**src/hw/rtl/rau_pkg.sv**
```systemverilog
// Package for the rational arithmetic unit: payload types, codes and the microcode table.
package rau_pkg;

  localparam int unsigned DW   = 32;      // numerator width
  localparam int unsigned DENW = DW - 1;  // positive denominator width
  localparam int unsigned NW   = DW + 2;  // normalization operands carry a negated value
  localparam int unsigned KW   = 5;       // count of common factors of two
  localparam int unsigned CW   = 5;       // divider bit counter
  localparam int unsigned PCW  = 6;       // microcode address

  typedef enum logic [2:0] {
    ACT_NORM,
    ACT_NEG,
    ACT_RECIP,
    ACT_ADD,
    ACT_SUB,
    ACT_MUL,
    ACT_DIV,
    ACT_TRUNC
  } action_e;

  typedef enum logic [1:0] {
    ST_OK,
    ST_ZDEN,
    ST_OVF,
    ST_DIVZ
  } status_e;

  typedef struct packed {
    action_e                action;
    logic signed [DW-1:0]   a_num;
    logic signed [DW-1:0]   a_den;
    logic signed [DW-1:0]   b_num;
    logic        [DENW-1:0] b_den;
  } rau_in_t;

  typedef struct packed {
    logic signed [DW-1:0]   res_num;
    logic        [DENW-1:0] res_den;
    status_e                status;
  } rau_out_t;

  // Datapath operations of one microcode step.
  typedef enum logic [3:0] {
    U_NOP,
    U_FIXSIGN,
    U_CHK,
    U_GCD_START,
    U_DIV_NUM,
    U_DIV_DEN,
    U_STORE_DEN,
    U_SUM,
    U_LOAD_B,
    U_TRN_START,
    U_TRN_STORE,
    U_EMIT_OK,
    U_EMIT_ERR
  } uop_e;

  typedef enum logic [2:0] {
    NS_NONE,
    NS_AN_AD,
    NS_NEG_AN,
    NS_AD_AN,
    NS_NEG_BN,
    NS_BD_BN,
    NS_SUM_P3,
    NS_P1_P2
  } nsel_e;

  typedef enum logic [2:0] {
    MS_NONE,
    MS_AN_BD,
    MS_AD_BN,
    MS_AD_BD,
    MS_AN_BN
  } msel_e;

  typedef enum logic [1:0] {
    PS_NONE,
    PS_P1,
    PS_P2,
    PS_P3
  } pst_e;

  typedef enum logic [3:0] {
    J_NONE,
    J_ALWAYS,
    J_OVF,
    J_DZERO,
    J_PRE,
    J_GCD_BUSY,
    J_DIV_BUSY,
    J_BZERO,
    J_ADZERO,
    J_SUB
  } cond_e;

  typedef struct packed {
    uop_e               op;
    nsel_e              nsel;
    msel_e              msel;
    pst_e               pst;
    logic               set_pre;
    cond_e              cond;
    logic [PCW-1:0]     target;
    status_e            st;
  } ucw_t;

  // Microcode entry points.
  localparam logic [PCW-1:0] A_IDLE  = PCW'(0);
  localparam logic [PCW-1:0] A_NRM   = PCW'(1);
  localparam logic [PCW-1:0] A_NEG   = PCW'(2);
  localparam logic [PCW-1:0] A_RCP   = PCW'(3);
  localparam logic [PCW-1:0] A_SUB   = PCW'(4);
  localparam logic [PCW-1:0] A_DIV   = PCW'(5);
  localparam logic [PCW-1:0] A_TRN   = PCW'(7);
  localparam logic [PCW-1:0] A_NORM  = PCW'(12);
  localparam logic [PCW-1:0] A_ADD   = PCW'(22);
  localparam logic [PCW-1:0] A_MUL   = PCW'(29);
  localparam logic [PCW-1:0] A_PRE   = PCW'(34);
  localparam logic [PCW-1:0] A_FZDEN = PCW'(36);
  localparam logic [PCW-1:0] A_FOVF  = PCW'(37);
  localparam logic [PCW-1:0] A_FDIVZ = PCW'(38);

  function automatic logic [PCW-1:0] entry(input action_e act);
    logic [PCW-1:0] a;
    case (act)
      ACT_NORM:  a = A_NRM;
      ACT_NEG:   a = A_NEG;
      ACT_RECIP: a = A_RCP;
      ACT_ADD:   a = A_ADD;
      ACT_SUB:   a = A_SUB;
      ACT_MUL:   a = A_MUL;
      ACT_DIV:   a = A_DIV;
      ACT_TRUNC: a = A_TRN;
      default:   a = A_IDLE;
    endcase
    return a;
  endfunction

  function automatic ucw_t ucode(input logic [PCW-1:0] pc);
    ucw_t w;
    w = '{op: U_NOP, nsel: NS_NONE, msel: MS_NONE, pst: PS_NONE, set_pre: 1'b0,
          cond: J_NONE, target: A_IDLE, st: ST_OK};
    case (pc)
      A_IDLE: begin
        w.cond = J_ALWAYS;
      end
      A_NRM: begin
        w.nsel = NS_AN_AD; w.cond = J_ALWAYS; w.target = A_NORM;
      end
      A_NEG: begin
        w.nsel = NS_NEG_AN; w.cond = J_ALWAYS; w.target = A_NORM;
      end
      A_RCP: begin
        w.nsel = NS_AD_AN; w.cond = J_ALWAYS; w.target = A_NORM;
      end
      A_SUB: begin
        w.nsel = NS_NEG_BN; w.set_pre = 1'b1; w.cond = J_ALWAYS; w.target = A_NORM;
      end
      A_DIV: begin
        w.nsel = NS_BD_BN; w.set_pre = 1'b1; w.cond = J_BZERO; w.target = A_FDIVZ;
      end
      A_DIV + PCW'(1): begin
        w.cond = J_ALWAYS; w.target = A_NORM;
      end
      // Truncation: one signed division of a_num by a_den.
      A_TRN: begin
        w.op = U_TRN_START; w.cond = J_ADZERO; w.target = A_FZDEN;
      end
      A_TRN + PCW'(1): begin
        w.cond = J_DIV_BUSY; w.target = A_TRN + PCW'(1);
      end
      A_TRN + PCW'(2): begin
        w.op = U_TRN_STORE;
      end
      A_TRN + PCW'(3): begin
        w.cond = J_OVF; w.target = A_FOVF;
      end
      A_TRN + PCW'(4): begin
        w.op = U_EMIT_OK; w.cond = J_ALWAYS; w.target = A_IDLE;
      end
      // Normalization of n/d: sign fix, range check, gcd, two exact divisions.
      A_NORM: begin
        w.op = U_FIXSIGN; w.cond = J_DZERO; w.target = A_FZDEN;
      end
      A_NORM + PCW'(1): begin
        w.op = U_CHK;
      end
      A_NORM + PCW'(2): begin
        w.op = U_GCD_START; w.cond = J_OVF; w.target = A_FOVF;
      end
      A_NORM + PCW'(3): begin
        w.cond = J_GCD_BUSY; w.target = A_NORM + PCW'(3);
      end
      A_NORM + PCW'(4): begin
        w.op = U_DIV_NUM;
      end
      A_NORM + PCW'(5): begin
        w.cond = J_DIV_BUSY; w.target = A_NORM + PCW'(5);
      end
      A_NORM + PCW'(6): begin
        w.op = U_DIV_DEN;
      end
      A_NORM + PCW'(7): begin
        w.cond = J_DIV_BUSY; w.target = A_NORM + PCW'(7);
      end
      A_NORM + PCW'(8): begin
        w.op = U_STORE_DEN; w.cond = J_PRE; w.target = A_PRE;
      end
      A_NORM + PCW'(9): begin
        w.op = U_EMIT_OK; w.cond = J_ALWAYS; w.target = A_IDLE;
      end
      // Sum of fractions: three products, one sum, then normalization.
      A_ADD: begin
        w.msel = MS_AN_BD;
      end
      A_ADD + PCW'(1): begin
        w.msel = MS_AD_BN; w.pst = PS_P1;
      end
      A_ADD + PCW'(2): begin
        w.msel = MS_AD_BD; w.pst = PS_P2;
      end
      A_ADD + PCW'(3): begin
        w.pst = PS_P3;
      end
      A_ADD + PCW'(4): begin
        w.op = U_SUM;
      end
      A_ADD + PCW'(5): begin
        w.nsel = NS_SUM_P3; w.cond = J_OVF; w.target = A_FOVF;
      end
      A_ADD + PCW'(6): begin
        w.cond = J_ALWAYS; w.target = A_NORM;
      end
      // Product of fractions.
      A_MUL: begin
        w.msel = MS_AN_BN;
      end
      A_MUL + PCW'(1): begin
        w.msel = MS_AD_BD; w.pst = PS_P1;
      end
      A_MUL + PCW'(2): begin
        w.pst = PS_P2;
      end
      A_MUL + PCW'(3): begin
        w.nsel = NS_P1_P2; w.cond = J_OVF; w.target = A_FOVF;
      end
      A_MUL + PCW'(4): begin
        w.cond = J_ALWAYS; w.target = A_NORM;
      end
      // The prepared second operand of subtract or divide replaces b.
      A_PRE: begin
        w.op = U_LOAD_B; w.cond = J_SUB; w.target = A_ADD;
      end
      A_PRE + PCW'(1): begin
        w.cond = J_ALWAYS; w.target = A_MUL;
      end
      A_FZDEN: begin
        w.op = U_EMIT_ERR; w.st = ST_ZDEN; w.cond = J_ALWAYS; w.target = A_IDLE;
      end
      A_FOVF: begin
        w.op = U_EMIT_ERR; w.st = ST_OVF; w.cond = J_ALWAYS; w.target = A_IDLE;
      end
      A_FDIVZ: begin
        w.op = U_EMIT_ERR; w.st = ST_DIVZ; w.cond = J_ALWAYS; w.target = A_IDLE;
      end
      default: begin
        w.cond = J_ALWAYS; w.target = A_IDLE;
      end
    endcase
    return w;
  endfunction

endpackage

```
**src/hw/rtl/rational_arithmetic_unit.sv**
```systemverilog
// Truncation runs one restoring division. Normalize, negate and reciprocal run the binary gcd
// loop (one step a cycle) and two restoring divisions; add and multiply first form products
// and then normalize, and subtract and divide normalize twice.
// One item is in work at a time; the next is taken once the result sits in the output register.
// Reset (asynchronous, active low) returns the sequencer to idle and empties the output.
module rational_arithmetic_unit (
  input  logic              clk_i,
  input  logic              rst_ni,
  input  logic              in_valid_i,
  output logic              in_ready_o,
  input  rau_pkg::rau_in_t  in_i,
  output logic              out_valid_o,
  input  logic              out_ready_i,
  output rau_pkg::rau_out_t out_o
);
  import rau_pkg::*;

  logic [PCW-1:0]          pc_q, pc_d;
  ucw_t                    uw;
  logic                    in_acc, out_free, stall, jump, emit_fire;
  logic                    gcd_go, div_go, ovf_set;

  action_e                 action_q;
  logic signed [DW-1:0]    an_q, ad_q, bn_q;
  logic        [DENW-1:0]  bd_q;
  logic signed [NW-1:0]    n_q, d_q;
  logic signed [2*DW-1:0]  m_q;
  logic signed [DW-1:0]    p1_q, p2_q, p3_q;
  logic                    ovf_q, pre_q, sgn_q;
  logic signed [DW-1:0]    rnum_q;
  logic        [DENW-1:0]  rden_q;

  logic        [DENW-1:0]  u_q, v_q, g_q;
  logic        [KW-1:0]    k_q;
  logic                    gcd_busy_q;

  logic        [DW-1:0]    dq_q, rem_q, dsr_q;
  logic        [CW-1:0]    cnt_q;
  logic                    div_busy_q;

  rau_out_t                out_q;
  logic                    out_valid_q;

  logic signed [DW-1:0]    mx, my;
  logic                    m_ovf;
  logic signed [DW:0]      sum_w;
  logic                    s_ovf;
  logic        [NW-1:0]    n_abs;
  logic        [DENW-1:0]  magn;
  logic                    chk_bad;
  logic        [DW-1:0]    an_mag, ad_mag, div_dvd, div_dsr;
  logic        [DW+1:0]    trial;

  // Sequencer: step counter with conditional jumps.
  always_comb begin
    uw         = ucode(pc_q);
    in_ready_o = (pc_q == A_IDLE);
    in_acc     = in_valid_i && in_ready_o;
    out_free   = !out_valid_q || out_ready_i;
    stall      = (uw.op inside {U_EMIT_OK, U_EMIT_ERR}) && !out_free;
    emit_fire  = (uw.op inside {U_EMIT_OK, U_EMIT_ERR}) && out_free;
    case (uw.cond)
      J_NONE:     jump = 1'b0;
      J_ALWAYS:   jump = 1'b1;
      J_OVF:      jump = ovf_q;
      J_DZERO:    jump = (d_q == '0);
      J_PRE:      jump = pre_q;
      J_GCD_BUSY: jump = gcd_busy_q;
      J_DIV_BUSY: jump = div_busy_q;
      J_BZERO:    jump = (bn_q == '0);
      J_ADZERO:   jump = (ad_q == '0);
      J_SUB:      jump = (action_q == ACT_SUB);
      default:    jump = 1'b0;
    endcase
    if (pc_q == A_IDLE) begin
      pc_d = in_acc ? entry(in_i.action) : A_IDLE;
    end else if (stall) begin
      pc_d = pc_q;
    end else if (jump) begin
      pc_d = uw.target;
    end else begin
      pc_d = pc_q + PCW'(1);
    end
  end

  // Datapath helpers.
  always_comb begin
    case (uw.msel)
      MS_AN_BD: begin mx = an_q; my = DW'({1'b0, bd_q}); end
      MS_AD_BN: begin mx = ad_q; my = bn_q; end
      MS_AD_BD: begin mx = ad_q; my = DW'({1'b0, bd_q}); end
      MS_AN_BN: begin mx = an_q; my = bn_q; end
      default:  begin mx = an_q; my = bn_q; end
    endcase
    m_ovf   = !((&m_q[2*DW-1:DW-1]) || !(|m_q[2*DW-1:DW-1]));
    sum_w   = (DW+1)'(p1_q) + (DW+1)'(p2_q);
    s_ovf   = (sum_w[DW] != sum_w[DW-1]);
    n_abs   = n_q[NW-1] ? -n_q : n_q;
    magn    = n_abs[DENW-1:0];
    // After the sign fix d is positive; the most negative value is rejected too.
    chk_bad = (|n_abs[NW-1:DW-1]) || (|d_q[NW-1:DW-1]);
    an_mag  = an_q[DW-1] ? DW'(-an_q) : an_q;
    ad_mag  = ad_q[DW-1] ? DW'(-ad_q) : ad_q;
    case (uw.op)
      U_DIV_NUM: begin div_dvd = DW'({1'b0, magn}); div_dsr = DW'({1'b0, g_q}); end
      U_DIV_DEN: begin
        div_dvd = DW'({1'b0, d_q[DENW-1:0]});
        div_dsr = DW'({1'b0, g_q});
      end
      default:   begin div_dvd = an_mag; div_dsr = ad_mag; end
    endcase
    trial   = {1'b0, rem_q, dq_q[DW-1]} - {2'b00, dsr_q};
    gcd_go  = (uw.op == U_GCD_START) && !ovf_q;
    div_go  = uw.op inside {U_DIV_NUM, U_DIV_DEN, U_TRN_START};
    ovf_set = ((uw.pst != PS_NONE) && m_ovf) || ((uw.op == U_SUM) && s_ovf) ||
              ((uw.op == U_CHK) && chk_bad) ||
              ((uw.op == U_TRN_STORE) && !sgn_q && dq_q[DW-1]);
  end

  // Control state.
  always_ff @(posedge clk_i or negedge rst_ni) begin
    if (!rst_ni) begin
      pc_q        <= A_IDLE;
      ovf_q       <= 1'b0;
      pre_q       <= 1'b0;
      gcd_busy_q  <= 1'b0;
      div_busy_q  <= 1'b0;
      out_valid_q <= 1'b0;
    end else begin
      pc_q <= pc_d;
      if (in_acc) begin
        ovf_q <= 1'b0;
        pre_q <= 1'b0;
      end else begin
        ovf_q <= ovf_q | ovf_set;
        if (uw.set_pre) begin
          pre_q <= 1'b1;
        end else if (uw.op == U_LOAD_B) begin
          pre_q <= 1'b0;
        end
      end
      if (gcd_go) begin
        gcd_busy_q <= 1'b1;
      end else if (gcd_busy_q && (u_q == '0)) begin
        gcd_busy_q <= 1'b0;
      end
      if (div_go) begin
        div_busy_q <= 1'b1;
      end else if (div_busy_q && (cnt_q == '0)) begin
        div_busy_q <= 1'b0;
      end
      if (emit_fire) begin
        out_valid_q <= 1'b1;
      end else if (out_ready_i) begin
        out_valid_q <= 1'b0;
      end
    end
  end

  // Operand, product and result registers.
  always_ff @(posedge clk_i) begin
    if (in_acc) begin
      action_q <= in_i.action;
      an_q     <= in_i.a_num;
      ad_q     <= in_i.a_den;
      bn_q     <= in_i.b_num;
      bd_q     <= in_i.b_den;
    end
    if (uw.op == U_LOAD_B) begin
      bn_q <= rnum_q;
      bd_q <= rden_q;
    end
    case (uw.nsel)
      NS_AN_AD:  begin n_q <= NW'(an_q);             d_q <= NW'(ad_q); end
      NS_NEG_AN: begin n_q <= -NW'(an_q);            d_q <= NW'(ad_q); end
      NS_AD_AN:  begin n_q <= NW'(ad_q);             d_q <= NW'(an_q); end
      NS_NEG_BN: begin n_q <= -NW'(bn_q);            d_q <= NW'({1'b0, bd_q}); end
      NS_BD_BN:  begin n_q <= NW'({1'b0, bd_q});     d_q <= NW'(bn_q); end
      NS_SUM_P3: begin n_q <= NW'(p1_q);             d_q <= NW'(p3_q); end
      NS_P1_P2:  begin n_q <= NW'(p1_q);             d_q <= NW'(p2_q); end
      default:   ;
    endcase
    if ((uw.op == U_FIXSIGN) && d_q[NW-1]) begin
      n_q <= -n_q;
      d_q <= -d_q;
    end
    if (uw.msel != MS_NONE) begin
      m_q <= (2*DW)'(mx) * (2*DW)'(my);
    end
    case (uw.pst)
      PS_P1:   p1_q <= m_q[DW-1:0];
      PS_P2:   p2_q <= m_q[DW-1:0];
      PS_P3:   p3_q <= m_q[DW-1:0];
      default: ;
    endcase
    if (uw.op == U_SUM) begin
      p1_q <= sum_w[DW-1:0];
    end
    if (uw.op == U_DIV_DEN) begin
      rnum_q <= sgn_q ? DW'(-dq_q) : dq_q;
    end
    if (uw.op == U_STORE_DEN) begin
      rden_q <= dq_q[DENW-1:0];
    end
    if (uw.op == U_TRN_STORE) begin
      rnum_q <= sgn_q ? DW'(-dq_q) : dq_q;
      rden_q <= DENW'(1);
    end
    if (uw.op == U_TRN_START) begin
      sgn_q <= an_q[DW-1] ^ ad_q[DW-1];
    end

    // Binary gcd, one step a cycle; u reaching zero leaves the gcd as v shifted left by k, stored in g.
    if (gcd_go) begin
      u_q   <= magn;
      v_q   <= d_q[DENW-1:0];
      k_q   <= '0;
      sgn_q <= n_q[NW-1];
    end else if (gcd_busy_q) begin
      if (u_q == '0) begin
        g_q <= v_q << k_q;
      end else if (!u_q[0] && !v_q[0]) begin
        u_q <= u_q >> 1;
        v_q <= v_q >> 1;
        k_q <= k_q + KW'(1);
      end else if (!u_q[0]) begin
        u_q <= u_q >> 1;
      end else if (!v_q[0]) begin
        v_q <= v_q >> 1;
      end else if (u_q >= v_q) begin
        u_q <= (u_q - v_q) >> 1;
      end else begin
        v_q <= (v_q - u_q) >> 1;
      end
    end

    // Restoring divider, one quotient bit a cycle.
    if (div_go) begin
      dq_q  <= div_dvd;
      rem_q <= '0;
      dsr_q <= div_dsr;
      cnt_q <= '1;
    end else if (div_busy_q) begin
      if (!trial[DW+1]) begin
        rem_q <= trial[DW-1:0];
        dq_q  <= {dq_q[DW-2:0], 1'b1};
      end else begin
        rem_q <= {rem_q[DW-2:0], dq_q[DW-1]};
        dq_q  <= {dq_q[DW-2:0], 1'b0};
      end
      cnt_q <= cnt_q - CW'(1);
    end

    if (emit_fire) begin
      if (uw.op == U_EMIT_OK) begin
        out_q.res_num <= rnum_q;
        out_q.res_den <= rden_q;
      end else begin
        out_q.res_num <= '0;
        out_q.res_den <= DENW'(1);
      end
      out_q.status <= uw.st;
    end
  end

  assign out_valid_o = out_valid_q;
  assign out_o       = out_q;

  a_ok_den_nonzero: assert property (@(posedge clk_i) disable iff (!rst_ni)
    (out_valid_o && (out_o.status == ST_OK)) |-> (out_o.res_den != '0))
    else $error("successful result carries a zero denominator");

  a_err_zero_one: assert property (@(posedge clk_i) disable iff (!rst_ni)
    (out_valid_o && (out_o.status != ST_OK)) |->
      ((out_o.res_num == '0) && (out_o.res_den == DENW'(1))))
    else $error("error result does not read zero over one");

  a_gcd_nonzero: assert property (@(posedge clk_i) disable iff (!rst_ni)
    $fell(gcd_busy_q) |-> (g_q != '0))
    else $error("gcd finished with zero");

  a_pre_action: assert property (@(posedge clk_i) disable iff (!rst_ni)
    pre_q |-> ((action_q == ACT_SUB) || (action_q == ACT_DIV)))
    else $error("operand preparation pending for an action that has none");

endmodule
```
**config.mk**
```make
export PLATFORM = sky130hd
export DESIGN_NAME = rational_arithmetic_unit
export DESIGN_NICKNAME = d
export VERILOG_FILES = /design/src/hw/rtl/rau_pkg.sv /design/src/hw/rtl/rational_arithmetic_unit.sv
export SDC_FILE = /design/constraint.sdc
export NUM_CORES = 2
export LEC_CHECK = 0
export BUFFER_PORTS_ARGS = -buffer_cell sky130_fd_sc_hd__buf_2
export CORE_MARGIN = 2
export CORE_UTILIZATION = 51
export DETAILED_ROUTE_END_ITERATION = 6
export PLACE_DENSITY = 0.78
export SLEW_MARGIN = 10
export SYNTH_ARGS = -nofsm -noshare
export SYNTH_HDL_FRONTEND = slang
export SYNTH_SLANG_ARGS = --single-unit
```
**constraint.sdc**
```tcl
create_clock -name clk_i -period 11.2 [get_ports clk_i]
set_input_delay 2.24 -clock clk_i [delete_from_list [all_inputs] [get_ports clk_i]]
set_output_delay 2.24 -clock clk_i [all_outputs]
set_load 0.1 [all_outputs]
```
# [After elaboration in Yosys (flattened, before gate mapping)]
# Memories as Yosys holds them, arrays and structs flattened.
# Cells that the tools add are included.
[classes] n_bitwise=5 n_lt_le_gt_ge=1 add_sub_neg=14 eq_ne=79 muxes=63 reduce_logical=77 n_mul=1 shifts=1
[op_table] operator="$mux 31" count=18
[op_table] operator="$mux 32" count=13
[op_table] operator="$pmux 34 s6" count=2
[op_table] operator="$mux 34" count=3
[op_table] operator="$eq 6x5->1 const B" count=16
[op_table] operator="$neg 32->32" count=3
[op_table] operator="$neg 32->34" count=2
[op_table] operator="$neg 34->34" count=2
[op_table] operator="$pmux 6 s11" count=1
[op_table] operator="$logic_not 32->1" count=2
[op_table] operator="$mul 32x32->64" count=1
[op_table] operator="$pmux 32 s2" count=1
[op_table] operator="$sub 31x31->31" count=2
[op_table] operator="$eq 6x4->1 const B" count=8
[op_table] operator="$pmux 4 s12" count=1
[op_table] operator="$eq 6x6->1 const B" count=7
[op_table] operator="$pmux 4 s9" count=1
[op_table] operator="$logic_not 34->1" count=1
[op_table] operator="$sub 33x32->34" count=1
[op_table] operator="$add 32x32->33" count=1
[op_table] operator="$reduce_and 33->1" count=1
[op_table] operator="$reduce_or 33->1" count=1
[op_table] operator="$eq 4x3->1 const B" count=8
[op_table] operator="$ge 31x31->1" count=1
[op_table] operator="other kinds (45)" count=144
[word_totals] romBits=40 wordCells=276 reg_bits=697 mem_count=1 output_inout_bits=67 input_bits=134
[memory_table] name="(name not given)" depth=8 width=5 read_ports=1 rd_ports_with_merged_regs=0 write_ports=0 line_no="rau_pkg.sv:128" source="case (act)"

# [Depth between registers and ports, before layout]
[logic_depth] depth_word=10 mapped_depth=40

# [Least setup slack after synthesis]
# Ideal clock, no wire load.
[synth_path] path_kind="register to register" from="register pc_q[0]" to="register m_q[58] (data pin)" setup_ns=0.261 required_time_ns=10.939 period_less_slack_ns=9.852 arrival_time_ns=9.591 path_stages_with_launch=37 path_slack_ns=1.348 n_path_buf=5 path_cell_list="dfrtp_1 -> inv_1 -> ha_1 -> clkbuf_1 -> nand2_1 -> o21ai_0 -> a21oi_1 -> nor2_1 -> buf_1 -> buf_2 -> mux2i_1 -> clkbuf_1 -> nor2_1 -> fa_1 -> inv_1 -> fa_1 -> inv_1 -> fa_1 -> fa_1 -> inv_1 -> fa_1 -> inv_1 -> fa_1 -> inv_1 -> fa_1 -> inv_1 -> fa_1 -> ha_1 -> clkbuf_1 -> nand4_1 -> nor3_1 -> nand4_1 -> a21oi_1 -> o31ai_1 -> a21oi_1 -> nor4b_1 -> a311o_1"
[synth_between] elab_chain_len=7 elab_cells_between_ends=15 classes_between="mul: 1; eq/ne: 8; mux: 3; reduce/logical: 3"
[synth_lines] item="start: declaration" line_no="rational_arithmetic_unit.sv:18" source="logic [PCW-1:0] pc_q, pc_d;"
[synth_lines] item="start signal: assignment" line_no="rational_arithmetic_unit.sv:130" source="pc_q <= pc_d;"
[synth_lines] item="$eq 6x5->1" line_no="rau_pkg.sv:146" source="case (pc)"
[synth_lines] item="$reduce_or 2->1 (no source line)"
[synth_lines] item="$pmux 3 s4 (*)" line_no="rau_pkg.sv:146"
[synth_lines] item="$eq 3x2->1 / $eq 3x1->1 (equally long branches)" line_no="rational_arithmetic_unit.sv:88" source="case (uw.msel)"
[synth_lines] item="$reduce_or 2->1 (no source line)"
[synth_lines] item="$mux 32" line_no="rational_arithmetic_unit.sv:88"
[synth_lines] item="$mul 32x32->64 (*)" line_no="rational_arithmetic_unit.sv:188" source="m_q <= (2*DW)'(mx) * (2*DW)'(my);"
[synth_lines] item="end signal: assignment" line_no="rational_arithmetic_unit.sv:188"
[synth_lines] item="end: declaration" line_no="rational_arithmetic_unit.sv:27" source="logic signed [2*DW-1:0] m_q;"
# Every way passes the cells marked *; elsewhere a longest branch is shown, timed or not.
# A chain may end at the register's enable or synchronous reset.

# [Final worst setup path]
[layout_path] from="register pc_q[0]" to="register m_q[63] (data pin)"
# The elaborated chain is that of the path after synthesis.

==> flow_summary.yaml <==
outcome:
  status: "finished with violations"
  violated_checks: "design-rule violations"
setup_path:
  cp-start-kind: "flip-flop"
  critical_path.slowest_cell: "mux2i_2"
  critical_path_required_ps: 11670
  worstPathMaxFanout: 28
  max_stage_delay_ps: 690
  crit_end_element: "flip-flop"
  critical-path-top-cell-by-count: "fa_1"
  timing.setup.critical_path_class: "flip-flop to flip-flop"
  critical_path_arrival_ps: 11430
route:
  drt-pass1-iter-count: 7
  finalWirelength_um: 288000
  via_per_inst: 6.20
  post_drt_wl_per_cell_um: 28.0
  vias: 64000
  drc: 1
  initial_detailed_routing_violation_count: 8803
  route.antenna.remaining_nets: 0
global_route:
  global_route.overflow_total: 0
  met2_usage_pct: 55.5
  use_met1_pct: 47.3
  global_route.usage.total_pct: 37.0
  antenna_found_initial: 16
  gr-max-usage-layer: "met2"
  grt_pass1_wl_um: 427000
  grt_util_met3_pct: 11.8
  grt_pass1_vias: 64700
  grt_max_degree: 81
clock_tree:
  clkSlewWorstSetupHoldPaths_ps: 70
  clock-root-buffer: "clkbuf_16"
  cts_tree: "yes"
  tritoncts.num_buffers: 82
  clkLatencyLatePin_ps: 730
  cts.htree.levels: 3
  clock_sinks: 697
  cts_max_path_buffers: 3
synthesis:
  mappedNetlistArea_mm2: 0.0784
  net_count_synth: 9740
  postSynth.topFlopCell: "edfxtp_1"
  synthDistinctLibCells: 104
  post-synth-top-area-cell: "fa_1"
  synthesis_stage_register_bit_count: 697
  asyncSetResetFlopFracSynth_pct: 1.58
  netlist_instances: 8195
  post_synth_main_area_contributors: "fa_1 (28%), edfxtp_1 (23%), inv_1 (5.5%)"
  synth_warnings: 0
  number_of_enable_flip_flop_cells_after_synthesis: 613
  area_share_of_the_largest_cell_type_after_synthesis_pct: 27.7
  sequential_fraction_of_the_synthesis_area_pct: 25.7
  syn_avg_cell_area_um2: 9.57
die:
  die-width_um: 396
  initial_utilization_pct: 51.5
  i_o_pin_count: 201
  die-area_mm2: 0.157
  core.rowCount: 143
  dieHeight_um: 396
  placeableCoreArea_mm2: 0.152
sta:
  clock_skew_ps: 64.0
  final_critical_path_time_including_i_o_delays_and_setup_ps: 10960
  setup_viol: 0
  finalMaxSlewViolations: 0
  final_hold_viol_count: 0
  worst_slew_margin_relative_to_its_limit_pct: 20.6
  unrepaired_setup_endpoints_after_global_routing: "no"
  fmax_ghz: 0.0912
  layout_worst_path_cycle_share_pct: 97.9
  tightestPinTransition_ps: 1190
  totalNegativeSetupSlack_ps: 0
placed_design:
  place.port_buffers: 200
  place.detailed.hpwl_um: 231000
  dpl-instance-area_mm2: 0.0819
  gp_congestion: 1.04
finish:
  layout-area-overhead-vs-synth_pct: 8.24
  finish.instance_area_mm2: 0.0848
  most-common-layout-cells: "inv_1 (1145), fa_1 (1086), nor2_1 (904)"
  final_common_cell: "inv_1"
  layout.filler_cells: 13300
  nNetsFinal: 9757
  layout-drive-gt1-share_pct: 9.88
hold_path:
  hold_path.class: "flip-flop to flip-flop"
flow_run:
  max_cap_viol_count: 0
-- flip-flops by register name (all words and copies together), names as in the netlist, 34 cells and up --
name,count
out_o,65
n_q,34
d_q,34
m_q,64
-- Yosys cell counts (34+ instances only) --
master,number
a211oi_1,39
a21o_1,101
a21oi_1,359
a221oi_1,106
a222oi_1,58
and2_1,90
buf_1,51
clkbuf_1,394
dfxtp_1,73
edfxtp_1,613
fa_1,1086
ha_1,325
inv_1,1147
mux2_2,135
mux2i_1,148
nand2_1,892
nand2b_1,52
nand3_1,78
nand4_1,43
nor2_1,912
nor2b_1,34
nor3_1,106
nor4_1,42
o211ai_1,51
o21ai_0,310
o31ai_1,36
or3_1,65
xnor2_1,242
xor2_1,155
-- worst max-delay path: cells and delay by family (launching register included) --
kind	cells	cell delay [ps]
flops	1	460
xor+xnor	1	100
mux	1	690
fa+ha+maj	10	4580
simple gates	3	600
buf+inv	8	1220
compound gates	11	2970
-- through the flow --
step                      utilization [%]  setup slack (ps)  hold WS (ps)  cells
after global placement               53.8               300           461  10200
after detailed placement             53.8               218           470  10200
after global routing                 55.7              2.48           506  10300
after CTS                            55.7               155           489  10300
after floorplan                         -              1350           439   8195
final                                55.7               240           487  10300
-- kinds of logic (layout without fill, tap and decap cells) --
kind of cell	count (synthesis)	count (layout)	share of synthesized area (%)
simple gates	2445	2445	13.8
buf+inv	1631	1716	7.89
fa+ha+maj	1411	1411	32.9
compound gates	1322	1322	11.2
flops	697	697	25.7
xor+xnor	397	397	4.44
mux	292	292	4.08
other cells	0	2	0
-- metal layers --
layer | vias up | share of wire (%)
met3 | 923 | 13
met5 | - | 0.019
li1 | 27200 | -
met4 | 8 | 7.2
met1 | 31800 | 36
met2 | 4042 | 44
-- path summary, 6_finish.rpt --
kind / start / endpoint / slack (ps) / cells past startpoint
max in group asynchronous: rst_ni / div_busy_q$_DFFE_PN0P_ / 9290 / 1
max: pc_q[0]$_DFFE_PN0P_ / m_q[63]$_DFFE_PP_ / 240 / 34
min reg2reg: m_q[12]$_DFFE_PP_ / p3_q[12]$_DFFE_PN_ / 490 / 0
min in group asynchronous: rst_ni / pc_q[5]$_DFFE_PN0P_ / 1480 / 1
min: m_q[12]$_DFFE_PP_ / p3_q[12]$_DFFE_PN_ / 490 / 0
max reg2reg: pc_q[0]$_DFFE_PN0P_ / m_q[63]$_DFFE_PP_ / 240 / 34
-- layout make-up --
cell class	count	area, µm²	share of cell area (%)
Clock inverter	49	612	0.721
Antenna cell	2	5.00	0.00590
Inverter	1151	4320	5.09
Timing Repair Buffer	413	2640	3.11
Sequential cell	697	20100	23.7
Clock buffer	103	2230	2.63
Multi-Input combinational cell	5867	52400	61.7
Tap cell	2030	2540	2.99
-- what timing repair did --
action	4_1_cts	5_1_grt
hold buffers	0	0
buffers inserted	0	7
setup endpoints to repair	0	7
hold endpoints to repair	0	0
resized for setup	0	3
Power is not shown: default switching activity piles up to over one toggle a cycle in this logic, so the estimate is an artifact.
